<file path="config.mk">
export PLATFORM = sky130hd
export DESIGN_NAME = nmea_sentence_checksum_framer
export DESIGN_NICKNAME = d
export VERILOG_FILES = /design/src/design/nsc_pkg.sv /design/src/design/nsc_tracker.sv /design/src/design/nsc_out_reg.sv /design/src/design/nmea_sentence_checksum_framer.sv
export SDC_FILE = /design/constraint.sdc
export NUM_CORES = 1
export LEC_CHECK = 0
export BUFFER_PORTS_ARGS = -buffer_cell sky130_fd_sc_hd__buf_2
export CORE_ASPECT_RATIO = 0.75
export CORE_MARGIN = 2
export CORE_UTILIZATION = 50
export CTS_CLUSTER_DIAMETER = 150
export DETAILED_ROUTE_END_ITERATION = 6
export PLACE_DENSITY = 0.69
export SLEW_MARGIN = 0
export SYNTH_ARGS = -nofsm -noshare
export SYNTH_HDL_FRONTEND = slang
export SYNTH_SLANG_ARGS = --single-unit
</file>
<file path="constraint.sdc">
create_clock -name clk -period 7.2 [get_ports clk]
set_input_delay 1.44 -clock clk [delete_from_list [all_inputs] [get_ports clk]]
set_output_delay 1.44 -clock clk [all_outputs]
set_load 0.02 [all_outputs]
</file>
<file path="src/design/nsc_pkg.sv">
`default_nettype none

package nsc_pkg;

  // Framing characters
  localparam logic [7:0] CH_DOLLAR = 8'h24;
  localparam logic [7:0] CH_LF     = 8'h0A;
  localparam logic [7:0] CH_STAR   = 8'h2A;
  localparam logic [7:0] LOW7      = 8'h7F;

  typedef enum logic [2:0] {
    PH_IDLE = 3'd0,
    PH_BODY = 3'd1,
    PH_HEX1 = 3'd2,
    PH_HEX2 = 3'd3,
    PH_DONE = 3'd4
  } phase_t;

  typedef enum logic [2:0] {
    ST_OK       = 3'd0,
    ST_NOSTAR   = 3'd1,
    ST_BADHEX   = 3'd2,
    ST_MISMATCH = 3'd3,
    ST_OVERLEN  = 3'd4
  } status_t;

  typedef struct packed {
    status_t    status;
    logic [7:0] frame_length;
  } result_t;

  typedef struct packed {
    logic    valid;
    result_t data;
  } result_word_t;

  typedef struct packed {
    logic       ok;
    logic [3:0] value;
  } hex_t;

  // Decode one ASCII hex digit, upper or lower case
  function automatic hex_t hex_decode(input logic [7:0] c);
    hex_t h;
    h.ok    = 1'b0;
    h.value = 4'd0;
    if (c >= 8'h30 && c <= 8'h39) begin
      h.ok    = 1'b1;
      h.value = 4'(c - 8'h30);
    end else if (c >= 8'h41 && c <= 8'h46) begin
      h.ok    = 1'b1;
      h.value = 4'(c - 8'h41 + 8'd10);
    end else if (c >= 8'h61 && c <= 8'h66) begin
      h.ok    = 1'b1;
      h.value = 4'(c - 8'h61 + 8'd10);
    end
    return h;
  endfunction

endpackage

`default_nettype wire

</file>
<file path="src/design/nsc_tracker.sv">
`default_nettype none

module nsc_tracker #(
  parameter int MAX_FRAME = 128
) (
  input  wire logic                  clk,
  input  wire logic                  rst,
  input  wire logic                  step,
  input  wire logic [7:0]            rx_byte,
  output nsc_pkg::result_word_t      result
);
  import nsc_pkg::*;

  localparam logic [7:0] MaxCount = 8'(MAX_FRAME);

  phase_t     phase, phase_next;
  logic [6:0] running_xor, running_xor_next;
  logic [3:0] high_nibble, high_nibble_next;
  status_t    pending_error, pending_error_next;
  logic [7:0] byte_count, byte_count_next;

  status_t    err_counted;
  logic [7:0] count_inc;
  hex_t       hex;
  logic [7:0] sum;

  // Advance sentence state for the word at the input register
  always_comb begin
    phase_next         = phase;
    running_xor_next   = running_xor;
    high_nibble_next   = high_nibble;
    pending_error_next = pending_error;
    byte_count_next    = byte_count;
    result.valid       = 1'b0;
    result.data.status = ST_OK;
    result.data.frame_length = byte_count;
    hex = hex_decode(rx_byte);
    sum = {high_nibble, hex.value};

    // Saturating length count; overrun latches the overlength status
    if (byte_count >= MaxCount) begin
      count_inc   = MaxCount;
      err_counted = ST_OVERLEN;
    end else begin
      count_inc   = byte_count + 8'd1;
      err_counted = pending_error;
    end

    if (rx_byte == CH_DOLLAR) begin
      phase_next         = PH_BODY;
      running_xor_next   = 7'd0;
      high_nibble_next   = 4'd0;
      pending_error_next = ST_OK;
      byte_count_next    = 8'd1;
    end else if (phase != PH_IDLE) begin
      byte_count_next    = count_inc;
      pending_error_next = err_counted;
      if (rx_byte == CH_LF) begin
        // Close the sentence and report
        result.valid = 1'b1;
        result.data.frame_length = count_inc;
        if (err_counted == ST_OVERLEN) begin
          result.data.status = ST_OVERLEN;
        end else if (phase == PH_BODY) begin
          result.data.status = ST_NOSTAR;
        end else if (phase == PH_HEX1 || phase == PH_HEX2) begin
          result.data.status = ST_BADHEX;
        end else begin
          result.data.status = err_counted;
        end
        phase_next         = PH_IDLE;
        running_xor_next   = 7'd0;
        high_nibble_next   = 4'd0;
        pending_error_next = ST_OK;
        byte_count_next    = 8'd0;
      end else begin
        unique case (phase)
          PH_BODY: begin
            if (rx_byte == CH_STAR) begin
              phase_next = PH_HEX1;
            end else begin
              running_xor_next = running_xor ^ rx_byte[6:0];
            end
          end
          PH_HEX1: begin
            if (!hex.ok) begin
              if (err_counted != ST_OVERLEN) pending_error_next = ST_BADHEX;
              phase_next = PH_DONE;
            end else begin
              high_nibble_next = hex.value;
              phase_next       = PH_HEX2;
            end
          end
          PH_HEX2: begin
            if (err_counted != ST_OVERLEN) begin
              if (!hex.ok) begin
                pending_error_next = ST_BADHEX;
              end else if (sum != {1'b0, running_xor}) begin
                pending_error_next = ST_MISMATCH;
              end
            end
            phase_next = PH_DONE;
          end
          default: begin
          end
        endcase
      end
    end
  end

  // Hold state between words
  always_ff @(posedge clk) begin
    if (rst) begin
      phase         <= PH_IDLE;
      running_xor   <= 7'd0;
      high_nibble   <= 4'd0;
      pending_error <= ST_OK;
      byte_count    <= 8'd0;
    end else if (step) begin
      phase         <= phase_next;
      running_xor   <= running_xor_next;
      high_nibble   <= high_nibble_next;
      pending_error <= pending_error_next;
      byte_count    <= byte_count_next;
    end
  end

endmodule

`default_nettype wire

</file>
<file path="src/design/nsc_out_reg.sv">
`default_nettype none

module nsc_out_reg (
  input  wire logic             clk,
  input  wire logic             rst,
  input  wire logic             load,
  input  wire nsc_pkg::result_t load_data,
  output logic                  free,
  output logic                  out_valid,
  input  wire logic             out_ready,
  output logic [2:0]            status,
  output logic [7:0]            frame_length
);
  import nsc_pkg::*;

  logic    valid;
  result_t data;

  // Register may take a new word when empty or being drained
  assign free         = !valid || out_ready;
  assign out_valid    = valid;
  assign status       = data.status;
  assign frame_length = data.frame_length;

  always_ff @(posedge clk) begin
    if (rst) begin
      valid <= 1'b0;
    end else if (load) begin
      valid <= 1'b1;
    end else if (out_ready) begin
      valid <= 1'b0;
    end
  end

  // Capture the result word
  always_ff @(posedge clk) begin
    if (load) begin
      data <= load_data;
    end
  end

endmodule

`default_nettype wire

</file>
<file path="src/design/nmea_sentence_checksum_framer.sv">
// NMEA sentence checksum framer.
// Input channel: rx_byte with in_valid/in_ready, one received character per word.
// Output channel: status and frame_length with out_valid/out_ready, one word per
// sentence closed by a line feed. Status: 0 ok, 1 no star, 2 bad hex digit,
// 3 checksum mismatch, 4 overlength (frame_length then saturates at MAX_FRAME).
// Path: a line feed accepted into the input register is processed from there
// and its result is loaded into the result register, which drives the outputs.
// Throughput: one character per cycle. The input register is processed at
// every edge unless it holds a line feed that closes a sentence while the
// result register is full and not being taken; then in_ready drops until
// out_ready frees the result register.
// Reset: synchronous, clears the input and result registers and leaves no
// sentence open; characters before the next '$' are dropped.
// Stall: results wait in the result register, payload held, until taken.

`default_nettype none

module nmea_sentence_checksum_framer #(
  parameter int MAX_FRAME = 128
) (
  input  wire logic       clk,
  input  wire logic       rst,
  input  wire logic       in_valid,
  output logic            in_ready,
  input  wire logic [7:0] rx_byte,
  output logic            out_valid,
  input  wire logic       out_ready,
  output logic [2:0]      status,
  output logic [7:0]      frame_length
);
  import nsc_pkg::*;

  logic         held;
  logic [7:0]   held_byte;
  logic         step;
  logic         out_free;
  result_word_t result;

  // Process the held word unless its result has nowhere to go
  assign step     = held && (!result.valid || out_free);
  assign in_ready = !held || step;

  always_ff @(posedge clk) begin
    if (rst) begin
      held <= 1'b0;
    end else if (in_ready) begin
      held <= in_valid;
    end
  end

  always_ff @(posedge clk) begin
    if (in_ready && in_valid) begin
      held_byte <= rx_byte;
    end
  end

  nsc_tracker #(
    .MAX_FRAME(MAX_FRAME)
  ) u_tracker (
    .clk    (clk),
    .rst    (rst),
    .step   (step),
    .rx_byte(held_byte),
    .result (result)
  );

  nsc_out_reg u_out_reg (
    .clk         (clk),
    .rst         (rst),
    .load        (step && result.valid),
    .load_data   (result.data),
    .free        (out_free),
    .out_valid   (out_valid),
    .out_ready   (out_ready),
    .status      (status),
    .frame_length(frame_length)
  );

endmodule

`default_nettype wire

</file>
; Word level (Yosys, flattened, before mapping)
; Cells that the tools add are included.
; W data, S select, Z words.
[word_totals]
ff_bits = 46
in_bits = 12
output_inout_bits = 13
elab_cells = 107
[op_classes]
n_addsub = 6
order_cmp = 7
eq_ne = 11
n_mux = 41
bitwise_logic = 3
n_reduce_logical = 27
[op_table]
columns = cell, count
row1 = $mux W3, 17
row2 = $mux W12, 3
row3 = $mux W7, 5
row4 = $mux W8, 4
row5 = $mux W4, 5
row6 = $eq A8 B6 Y1 const B, 2
row7 = $ge A8 B7 Y1 const B, 2
row8 = $le A8 B7 Y1 const B, 2
row9 = $mux W5, 3
row10 = $reduce_and A4 Y1, 3
row11 = $reduce_bool A3 Y1, 4
row12 = $sub A4 B1 Y4 const B, 3
row13 = $pmux W3 S3, 1
row14 = $add A4 B4 Y4 const B, 2
row15 = $add A8 B1 Y8 const B, 1
row16 = $eq A8 B4 Y1 const B, 1
row17 = $ge A8 B6 Y1 const B, 1
row18 = $ge A8 B8 Y1 const B, 1
row19 = $le A8 B6 Y1 const B, 1
row20 = $ne A8 B7 Y1, 1
row21 = $xor A7 B7 Y7, 1
row22 = $eq A3 B2 Y1 const B, 2
row23 = $logic_and A1 B1 Y1, 6
row24 = $pmux W3 S2, 1
row25 = other kinds (15), 23

; Longest topological paths before layout
; Gate-level depths: netlist (run 1).
[logic_depth]
word_depth = 13
ltp_mapped = 11
depth_no_buf = 8

; By module
; From an unflattened synthesis (run 1), not the netlist that was laid out.
[hier_totals]
hier_cells = 275
area_unflattened_um2 = 2504.9
[by_module_without_submodules]
columns = module, instances, cells_each, area_per_inst_um2, seq_area_each_um2
row1 = nsc_tracker, 1, 244, 1808.0, 500.5
row2 = nsc_out_reg, 1, 15, 376.6, 350.3
row3 = nmea_sentence_checksum_framer, 1, 16, 320.3, 260.2

; Least setup slack after synthesis (run 1)
; OpenSTA, ideal clock, no wires.
[synth_path]
path_type = in2out
start = input port out_ready
end = output port in_ready
arrival_ns = 1.827
required_time_ns = 5.760
path_slack_ns = 3.933
stages = 2
path_buffers = 0
cell_sequence = nor2b_1 nand3_1
[synth_via]
elab_chain_cells = 4
[synth_lines]
columns = item, line
row1 = "start, declared", nmea_sentence_checksum_framer.sv:27  ; input wire logic out_ready,
row2 = $logic_or A1 B1 Y1, nsc_out_reg.sv:20  ; assign free = !valid || out_ready;
row3 = $logic_or A1 B1 Y1, nmea_sentence_checksum_framer.sv:40  ; assign step = held && (!result.valid || out_free);
row4 = $logic_and A1 B1 Y1, nmea_sentence_checksum_framer.sv:40
row5 = $logic_or A1 B1 Y1, nmea_sentence_checksum_framer.sv:41  ; assign in_ready = !held || step;
row6 = "end, declared", nmea_sentence_checksum_framer.sv:24  ; output logic in_ready,
; No other way between the ends.

; Worst setup path after layout (run 1)
[layout_path]
start = register held_byte[0]
end = output port in_ready
[layout_via]
elab_chain_cells = 8
word_cells_on_any_way = 9
classes_between = eq/ne (2) / mux (3) / reduce/logical (4)
[layout_lines]
columns = item, line
row1 = "start, declared", nmea_sentence_checksum_framer.sv:34  ; logic [7:0] held_byte;
row2 = "start signal, assigned", nmea_sentence_checksum_framer.sv:53  ; held_byte <= rx_byte;
row3 = $eq A8 B4 Y1, nsc_tracker.sv:58  ; if (rx_byte == CH_LF) begin
row4 = $mux W12, nsc_tracker.sv:58
row5 = $mux W12, nsc_tracker.sv:55  ; end else if (phase != PH_IDLE) begin
row6 = $mux W12 (*), nsc_tracker.sv:49  ; if (rx_byte == CH_DOLLAR) begin
row7 = $logic_not A1 Y1 (*), nmea_sentence_checksum_framer.sv:40
row8 = $logic_or A1 B1 Y1 (*), nmea_sentence_checksum_framer.sv:40
row9 = $logic_and A1 B1 Y1 (*), nmea_sentence_checksum_framer.sv:40
row10 = $logic_or A1 B1 Y1 (*), nmea_sentence_checksum_framer.sv:41
; Every way passes the cells marked *; elsewhere a longest branch is shown, timed or not.

==> results.cfg, run 1 <==
[logic_synthesis]
async_flop_share = 0
synth_top_area_cell = edfxtp_1
avgSynthCellArea_sq_um = 8.82
synth_flop_cell = dfxtp_1
synth_cells = 290
synth_area_leaders = edfxtp_1, dfxtp_1, a21oi_1, nor2_1, o21ai_0
synth_area_sq_um = 2560
ys_seq_area_frac = 0.434
synth_fp_nets = 309
synth_top_cell_area_share = 0.223
ys_top_cells_by_count = nor2_1, dfxtp_1, a21oi_1
synth-edff-count = 19
synth_cell_types = 58
synth_most_common_cell = nor2_1
ys_warn_count = 0
yosys_register_bits = 46

[timing]
slew_headroom = 0.319
worst_slew_pin_slew_ns = 1.02
skew_ns = 0.00634
period_needed_ns = 3.89
setup_violations = 0
tns_ns = 0
fmax_ghz = 0.257
finalHoldViolations = 0
worst_slack_ns = 3.31
min_period_over_period = 0.541
rsz0062_at_grt = no
hold_slack_ns = 0.463
drv_slew = 0

[routing]
routed_wl_microns = 5880
wire_per_inst_microns = 16.0
drc = 0
drt_iter0_drc = 210
vias_per_cell = 6.16
route.vias.total = 2261
ant_nets = 0
drtPass1Iterations = 5

[die]
die-area_sq_um = 5710
start_util = 0.522
io_pins = 25
num_rows = 22
fp.dieH_microns = 66.0
die_width_microns = 86.6
core-area_sq_um = 4900

[global_routing]
antenna_found_initial = 0
grt_max_degree = 26
track_usage = 0.221
grt_pass1_wl_microns = 9690
overflow = 0
grt_pass1_vias = 1929

[clock_network]
cts_max_level = 2
clock_latency_ns = 0.31
cts_hold_buf = 0
clock-root-buffer = clkbuf_8
ctsResizeCount = 0
cts_setup_buffers = 0
cts_inserted_buffers = 5
clockBufferDepth = 2
clock-sinks = 46
clk_pin_slew_ns = 0.08
cts_tree = built

[critical_path]
worst_ep_required_time_ns = 5.76
path_cells = inv_1, ha_1, nand3b_1, or3_1, nor2_1, nand3_1, buf_2
startpoint = held_byte[0]
r2r-end = u_out_reg.frame_length[7]
cpPeakStageDelay_ns = 0.56
cp.depth = 7
cp-end-kind = output pin
worstPathArrival_ns = 2.45
cp-endpoint = in_ready
rr_worst_depth = 7
regToRegStartpoint = held_byte[0]
worstSetupPathType = reg2out
cp-start-kind = flip-flop
regToRegSetupSlack_ns = 4.09
cp_top_family = simple AND/OR/NAND/NOR gates
path_buf_inv = 2
cp_max_fo = 9
slowest_stage = or3_1

[pwr]
p_int_w = 0.000361
pwr_density_cell_nw_per_um2 = 168
power.total_w = 0.000467
peakVddDrop_mv = 0.0828
p_seq_frac = 0.604
p_switching_w = 0.000106
leakage_nw = 0.997
p_comb_frac = 0.050
swShare = 0.226
pwr-share-clk = 0.346

[place]
dp_hpwl_microns = 4200
dp_cells = 359
place.gp.congestion = 0.852
portBuffers = 24
dp_slack_ns = 3.65

[layout]
drive_gt1_frac = 0.130
syn_to_final_growth_pct = 8.46
final_cells = 367
diodes = 0
fin_nets = 325
fill_cells = 447

[outcome]
status = finished, final reports clean

[run]
drv_cap = 0

[hold_path]
hp-class = reg2reg
-- flip-flops by register name, summed over array words and instances, names as in the netlist --
register and flops:
held 1, held_byte 8, u_out_reg.frame_length 8, u_out_reg.out_valid 1, u_out_reg.status 3, u_tracker.byte_count 8, u_tracker.high_nibble 4, u_tracker.pending_error 3
u_tracker.phase 3, u_tracker.running_xor 7
-- cells in the final DEF, fill, tap and decap left out, types with 4 or more instances in the layout --
cell type / netlist / final
nor2_1: 30 / 30
dfxtp_1: 27 / 27
a21oi_1: 26 / 26
buf_2: 2 / 24
o21ai_0: 22 / 22
nand2_1: 19 / 19
edfxtp_1: 19 / 19
nor3_1: 11 / 11
inv_1: 11 / 11
nand3b_1: 8 / 8
nand2b_1: 8 / 8
o21ai_1: 8 / 8
nand3_1: 7 / 7
ha_1: 7 / 7
and3_1: 6 / 6
clkbuf_8: 0 / 6
xor2_1: 5 / 5
a31oi_1: 4 / 4
o31ai_1: 4 / 4
a211oi_1: 4 / 4
-- per-layer routing --
layer / wire length [microns] / global-route usage / share of wire
met5: 0 / 0 / 0
met4: 61 / 0.0586 / 0.010
met3: 430 / 0.0437 / 0.073
met2: 2330 / 0.306 / 0.40
met1: 3050 / 0.345 / 0.52
-- worst min-delay path by stage --
stage                                        start                       end  slack (ns)  cells past startpoint
final                     u_tracker.high_nibble[3]  u_tracker.high_nibble[3]        0.46                      2
after global routing      u_tracker.high_nibble[3]  u_tracker.high_nibble[3]        0.50                      2
after CTS                 u_tracker.high_nibble[3]  u_tracker.high_nibble[3]        0.46                      2
after detailed placement  u_tracker.high_nibble[3]  u_tracker.high_nibble[3]        0.45                      2
after global placement    u_tracker.high_nibble[3]  u_tracker.high_nibble[3]        0.45                      2
after floorplan           u_tracker.high_nibble[3]  u_tracker.high_nibble[3]        0.43                      2
-- per-stage QoR --
| step | cell area [sq um] | utilization |
|---|---|---|
| floorplan | 2560 | - |
| global placement | 2680 | 0.548 |
| detailed placement | 2680 | 0.548 |
| CTS | 2780 | 0.566 |
| global route | 2780 | 0.566 |
| finish | 2780 | 0.566 |
-- power by group through the flow --
stage | registers, W | logic (W) | clock network, W
after floorplan | 0.000284 | 0.0000176 | 0
after global placement | 0.000287 | 0.0000228 | 0
final | 0.000282 | 0.0000233 | 0.000162
after CTS | 0.000282 | 0.0000229 | 0.000166
after detailed placement | 0.000288 | 0.0000228 | 0
after global routing | 0.000283 | 0.0000264 | 0.000179
-- cell families (layout without fill, tap and decap cells) --
family / Yosys count / count (layout) / synth area share
adders and majority gates: 7 / 7 / 0.0342
AOI/OAI and AO/OA: 92 / 92 / 0.228
DFF: 46 / 46 / 0.434
buffers and inverters: 27 / 44 / 0.0465
and+or+nand+nor: 110 / 110 / 0.229
xor gates and xnor gates: 6 / 6 / 0.0205
muxes: 2 / 2 / 0.00782
-- worst min-delay path: cells and delay by family (launching register included) --
| family | cells | cell delay (ns) |
|---|---|---|
| flip-flops | 1 | 0.32 |
| AND/OR/NAND/NOR | 1 | 0.05 |
| AO/OA/AOI/OAI | 1 | 0.05 |
-- cell type report --
cell class / count / area (sq um) / share of cell area
well taps: 60 / 75.1 / 0.0271
clock inverters: 1 / 5.00 / 0.00180
repair buffers: 25 / 128 / 0.0460
clock buffers: 7 / 86.3 / 0.0311
multi-input cells: 217 / 1330 / 0.479
flip-flops and latches: 46 / 1110 / 0.400
inverters: 11 / 41.3 / 0.0149
No activity file was read; power rests on OpenSTA's default activity.
==> inputs of run 2 (changes only) <==
==> constraint.sdc (replaced) <==
create_clock -name clk -period 4.06 [get_ports clk]
set_input_delay 0.812 -clock clk [delete_from_list [all_inputs] [get_ports clk]]
set_output_delay 0.812 -clock clk [all_outputs]
set_load 0.02 [all_outputs]
==> run 2 against run 1 <==
- clock skew decreased by 0.0038 ns
- sequential share of layout area is 0.11 points lower
- die area is the same
- hold slack gained 0.0035 ns
- critical path type unchanged
- critical endpoint unchanged
- largest cell class unchanged
==> results.cfg, run 2 (synthesized netlist as in run 1, its figures left out) <==
[timing]
finalHoldViolations = 0
drv_slew = 0
period_needed_ns = 3.26
setup_violations = 0
skew_ns = 0.00259
slew_headroom = 0.342
worst_slew_pin_slew_ns = 0.983
fmax_ghz = 0.307
tns_ns = 0
min_period_over_period = 0.803
rsz0062_at_grt = no

[routing]
drt_iter0_drc = 230
route.vias.total = 2234
ant_nets = 0
drc = 0
drtPass1Iterations = 5
wire_per_inst_microns = 15.4
vias_per_cell = 6.07
routed_wl_microns = 5670

[clock_network]
clock-root-buffer = clkbuf_8
ctsResizeCount = 0
cts_hold_buf = 0
cts_tree = built
cts_inserted_buffers = 5
clock-sinks = 46
clk_pin_slew_ns = 0.08
clockBufferDepth = 2
cts_max_level = 2
cts_setup_buffers = 0
clock_latency_ns = 0.30

[global_routing]
track_usage = 0.216
grt_max_degree = 26
overflow = 0
grt_pass1_vias = 1941
antenna_found_initial = 0
grt_pass1_wl_microns = 9600

[pwr]
p_comb_frac = 0.049
p_switching_w = 0.000189
swShare = 0.228
leakage_nw = 1.01
p_int_w = 0.000641
pwr-share-clk = 0.348
peakVddDrop_mv = 0.219
pwr_density_cell_nw_per_um2 = 298
p_seq_frac = 0.603

[place]
place.gp.congestion = 0.893
portBuffers = 24
place_area_sq_um = 2690
dp_hpwl_microns = 4000

[layout]
fill_cells = 458
drive_gt1_frac = 0.133
syn_to_final_growth_pct = 8.75
fin_nets = 326
regArea_sq_um = 1110
final_cell_mix = nor2_1, dfxtp_1, a21oi_1
finish.instance_area_sq_um = 2780
multi_input_area_sq_um = 1330
final_common_cell = nor2_1
diodes = 0

[critical_path]
cpPeakStageDelay_ns = 0.56
cp_max_fo = 9
worstSetupPathType = reg2out
worstPathArrival_ns = 2.45
startpoint = held_byte[0]
rr_worst_depth = 7
slowest_stage = or3_1
regToRegSetupSlack_ns = 0.98
cp-endpoint = in_ready
worst_ep_required_time_ns = 3.25
cp-start-kind = flip-flop
regToRegStartpoint = held_byte[0]
path_cells = inv_1, ha_1, nand3b_1, or3_1, nor2_1, nand3_1, buf_2
r2r-end = u_out_reg.status[1]
cp-end-kind = output pin

[die]
num_rows = 22
io_pins = 25
start_util = 0.522
core-area_sq_um = 4900
die_width_microns = 86.6
die-area_sq_um = 5710
fp.dieH_microns = 66.0

[hold_path]
hp-class = reg2reg

[run]
drv_cap = 0

[outcome]
status = finished, final reports clean
-- run 2: power groups by stage --
| stage | sequential (W) | combinational [W] | clock (W) |
|---|---|---|---|
| 2_1_floorplan | 0.000504 | 0.0000311 | 0 |
| 3_3_place_gp | 0.000510 | 0.0000396 | 0 |
| 3_5_place_dp | 0.000511 | 0.0000396 | 0 |
| 4_1_cts | 0.000500 | 0.0000401 | 0.000297 |
| 5_1_grt | 0.000503 | 0.0000459 | 0.000310 |
| 6_report | 0.000500 | 0.0000407 | 0.000289 |
-- run 2: critical path, delay by kind of cell, from the launching register on --
kind / cells / cell delay, ns
adder cells (fa/ha/maj): 1 / 0.16
AND/OR/NAND/NOR: 4 / 1.12
flip-flops: 1 / 0.52
buffers and inverters: 2 / 0.35
-- run 2: area by class of cell --
| type | instances | area share |
|---|---|---|
| flip-flops and latches | 46 | 0.399 |
| repair buffers | 26 | 0.0486 |
| inverters | 11 | 0.0148 |
| clock inverters | 1 | 0.00180 |
| clock buffers | 7 | 0.0310 |
| multi-input cells | 217 | 0.478 |
| well taps | 60 | 0.0270 |
-- run 2: how the worst min path moves through the flow --
| stage | startpoint | end | slack [ns] | cells past startpoint |
|---|---|---|---|---|
| 2_1_floorplan | u_tracker.high_nibble[3] | u_tracker.high_nibble[3] | 0.43 | 2 |
| 3_3_place_gp | u_tracker.high_nibble[3] | u_tracker.high_nibble[3] | 0.45 | 2 |
| 3_5_place_dp | u_tracker.high_nibble[3] | u_tracker.high_nibble[3] | 0.45 | 2 |
| 4_1_cts | u_tracker.high_nibble[3] | u_tracker.high_nibble[3] | 0.47 | 2 |
| 5_1_grt | u_tracker.high_nibble[3] | u_tracker.high_nibble[3] | 0.51 | 2 |
| 6_report | u_tracker.high_nibble[3] | u_tracker.high_nibble[3] | 0.47 | 2 |
-- run 2: per-stage QoR --
step	total power [W]	utilization	std cells	hold slack, ns	setup slack, ns
2_1_floorplan	0.000535	-	290	0.432	1.43
3_3_place_gp	0.000550	0.549	360	0.447	1.12
3_5_place_dp	0.000550	0.549	360	0.452	1.03
4_1_cts	0.000837	0.568	368	0.466	0.801
5_1_grt	0.000859	0.568	368	0.511	0.660
6_report	0.000830	0.568	368	0.467	0.801
-- run 2: per-layer routing --
metal / GRT usage / vias to the layer above / wire [microns]
met2: 0.270 / 110 / 2080
met5: 0 / - / 0
met4: 0.0566 / 0 / 30
met1: 0.348 / 1021 / 3100
met3: 0.0662 / 4 / 458
li1: - / 1099 / -
==> inputs of run 3 (changes only) <==
--- a/config.mk
+++ b/config.mk
@@ -5,6 +5,7 @@
 export SDC_FILE = /design/constraint.sdc
 export NUM_CORES = 1
 export LEC_CHECK = 0
+export ABC_AREA = 1
 export BUFFER_PORTS_ARGS = -buffer_cell sky130_fd_sc_hd__buf_2
 export CORE_ASPECT_RATIO = 0.75
 export CORE_MARGIN = 2
==> constraint.sdc (replaced) <==
create_clock -name clk -period 3.1 [get_ports clk]
set_input_delay 0.62 -clock clk [delete_from_list [all_inputs] [get_ports clk]]
set_output_delay 0.62 -clock clk [all_outputs]
set_load 0.02 [all_outputs]
==> run 3 against run 2 <==
- synthesized area did not move
- cell count is 12% higher
- sequential share of layout area shrank 0.65 points
- power grew 40%
- clock skew increased by 0.0021 ns
- wire length shrank 6.4%
- sequential power is 30% higher
- synthesized cell count rose by 12%
- critical path type unchanged
==> results.cfg, run 3 <==
[outcome]
status = finished, final reports clean

[critical_path]
cp_top_family = simple AND/OR/NAND/NOR gates
cp-start-kind = flip-flop
slowest_stage = edfxtp_1
cp_max_fo = 15
cpPeakStageDelay_ns = 0.50
worst_ep_required_time_ns = 2.48
cp-end-kind = output pin
rr_worst_depth = 14
worstSetupPathType = reg2out
path_cells = inv_1, ha_1, nand3_2, nor2_2, inv_2, nor2_4, nand4_1, buf_2
regToRegSetupSlack_ns = 0.65
r2r-end = u_tracker.high_nibble[1]
path_buf_inv = 3
worstPathArrival_ns = 2.19
startpoint = held_byte[0]
regToRegStartpoint = held_byte[0]

[die]
fp.dieH_microns = 66.0
start_util = 0.522
num_rows = 22
core-area_sq_um = 4900
die_width_microns = 86.6
io_pins = 25
die-area_sq_um = 5710

[clock_network]
cts_setup_buffers = 0
ctsResizeCount = 0
clock_latency_ns = 0.30
cts_max_level = 2
clockBufferDepth = 2
clock-sinks = 46
cts_inserted_buffers = 5
cts_hold_buf = 0
clock-root-buffer = clkbuf_8
clk_pin_slew_ns = 0.08
cts_tree = built

[timing]
fmax_ghz = 0.356
min_period_over_period = 0.906
worst_slack_ns = 0.290
setup_violations = 0
drv_slew = 0
rsz0062_at_grt = no
skew_ns = 0.00473
period_needed_ns = 2.81
finalHoldViolations = 0
tns_ns = 0
slew_headroom = 0.648
worst_slew_pin_slew_ns = 0.527

[run]
drv_cap = 0

[global_routing]
grt_max_degree = 23
grt_pass1_wl_microns = 8680
grt_pass1_vias = 1856
antenna_found_initial = 0
overflow = 0
track_usage = 0.197

[routing]
vias_per_cell = 5.36
routed_wl_microns = 5310
drt_iter0_drc = 195
ant_nets = 0
drtPass1Iterations = 4
wire_per_inst_microns = 12.9
drc = 0
route.vias.total = 2204

[logic_synthesis]
synth-simple-area-share = 0.308
synth_cell_types = 37
synth_area_leaders = edfxtp_1, dfxtp_1, nand2_1, a21oi_1, inv_1
yosys_register_bits = 46
synth_area_sq_um = 2560
ys_warn_count = 0
synth_top_cell_area_share = 0.223
synth_top_family_by_area = simple AND/OR/NAND/NOR gates
synth_fp_nets = 344
synth_most_common_cell = nand2_1
synth-compound-area-share = 0.123
synthAdderAreaFrac = 0.0342
synth_mux_area_frac = 0
synth_top_area_cell = edfxtp_1
synth_flop_cell = dfxtp_1
avgSynthCellArea_sq_um = 7.87
ys_top_cells_by_count = nand2_1, inv_1, a21oi_1
async_flop_share = 0
ys_seq_area_frac = 0.434
synth-edff-count = 19
synth_cells = 325
synth_xor_area_frac = 0.0137

[layout]
diodes = 0
drive_gt1_frac = 0.179
final_common_cell = nand2_1
final_cell_mix = nand2_1, inv_1, a21oi_1
syn_to_final_growth_pct = 10.6
fin_nets = 369
final_cells = 411

[place]
portBuffers = 24
dp_cells = 403
place.gp.congestion = 0.920
dp_hpwl_microns = 3990
dp_slack_ns = 0.610

[pwr]
peakVddDrop_mv = 0.280
pwr_density_cell_nw_per_um2 = 411
leakage_nw = 1.10

[hold_path]
min-delay-start = u_tracker.high_nibble[3]
hp-class = reg2reg
holdPathStages = 2
whs_endpoint = u_tracker.high_nibble[3]
==> run 3: changes by cell type after synthesis, sizes merged, moves of 5 or more <==
cell / change
nand2: +46
nor3: +5
o21ai: -13
nand4: +6
nand3b: -6
a21oi: +5
inv: +38
nand3: +22
clkbuf: -8
and3: -6
nand2b: -8
nor2: +5
==> run 3: tightest hold or removal path, cell delays in order, from the launching register on <==
cell	delay, ns
dfxtp_1	0.32
nand2_1	0.06
a21oi_1	0.05
==> run 3: report_power, final <==
part	switching, W	leakage, nW	internal (W)
Combinational	0.0000461	0.639	0.0000227
Sequential	0.0000121	0.414	0.000637
Clock	0.000203	0.0514	0.000241
==> run 3: area by class of cell <==
cell class / instances / area, sq um
inverters: 49 / 189
clock buffers: 6 / 72.6
multi-input cells: 224 / 1220
fillers: 455 / 2070
repair buffers: 24 / 120
flip-flops and latches: 46 / 1110
clock inverters: 2 / 37.5
well taps: 60 / 75.1
==> run 3: per-layer routing <==
layer / routed length (microns) / GRT usage / vias up
met5: 0 / 0 / -
met4: 57 / 0.0469 / 0
met3: 361 / 0.0462 / 7
met2: 2130 / 0.267 / 74
met1: 2760 / 0.311 / 996
li1: - / - / 1127
==> run 3: worst max-delay path by stage <==
stage                to  cells after the start
4_1_cts        in_ready                      8
6_report       in_ready                      8
2_1_floorplan  in_ready                      7
3_3_place_gp   in_ready                      8
5_1_grt        in_ready                      8
3_5_place_dp   in_ready                      8
==> run 3: cell families (layout without fill, tap and decap cells) <==
logic type | count (synthesis) | after routing
xor+xnor | 4 | 4
flops | 46 | 46
simple gates | 157 | 157
fa+ha+maj | 7 | 7
buf+inv | 55 | 81
compound gates | 56 | 56
==> run 3: per-stage QoR <==
stage               hold slack, ns  power (W)  utilization  cell area, sq um
finish                       0.462    0.00116        0.577              2830
global route                 0.481    0.00120        0.577              2830
CTS                          0.464    0.00117        0.577              2830
detailed placement           0.452   0.000731        0.555              2720
global placement             0.449   0.000730        0.555              2720
floorplan                    0.439   0.000711            -              2560
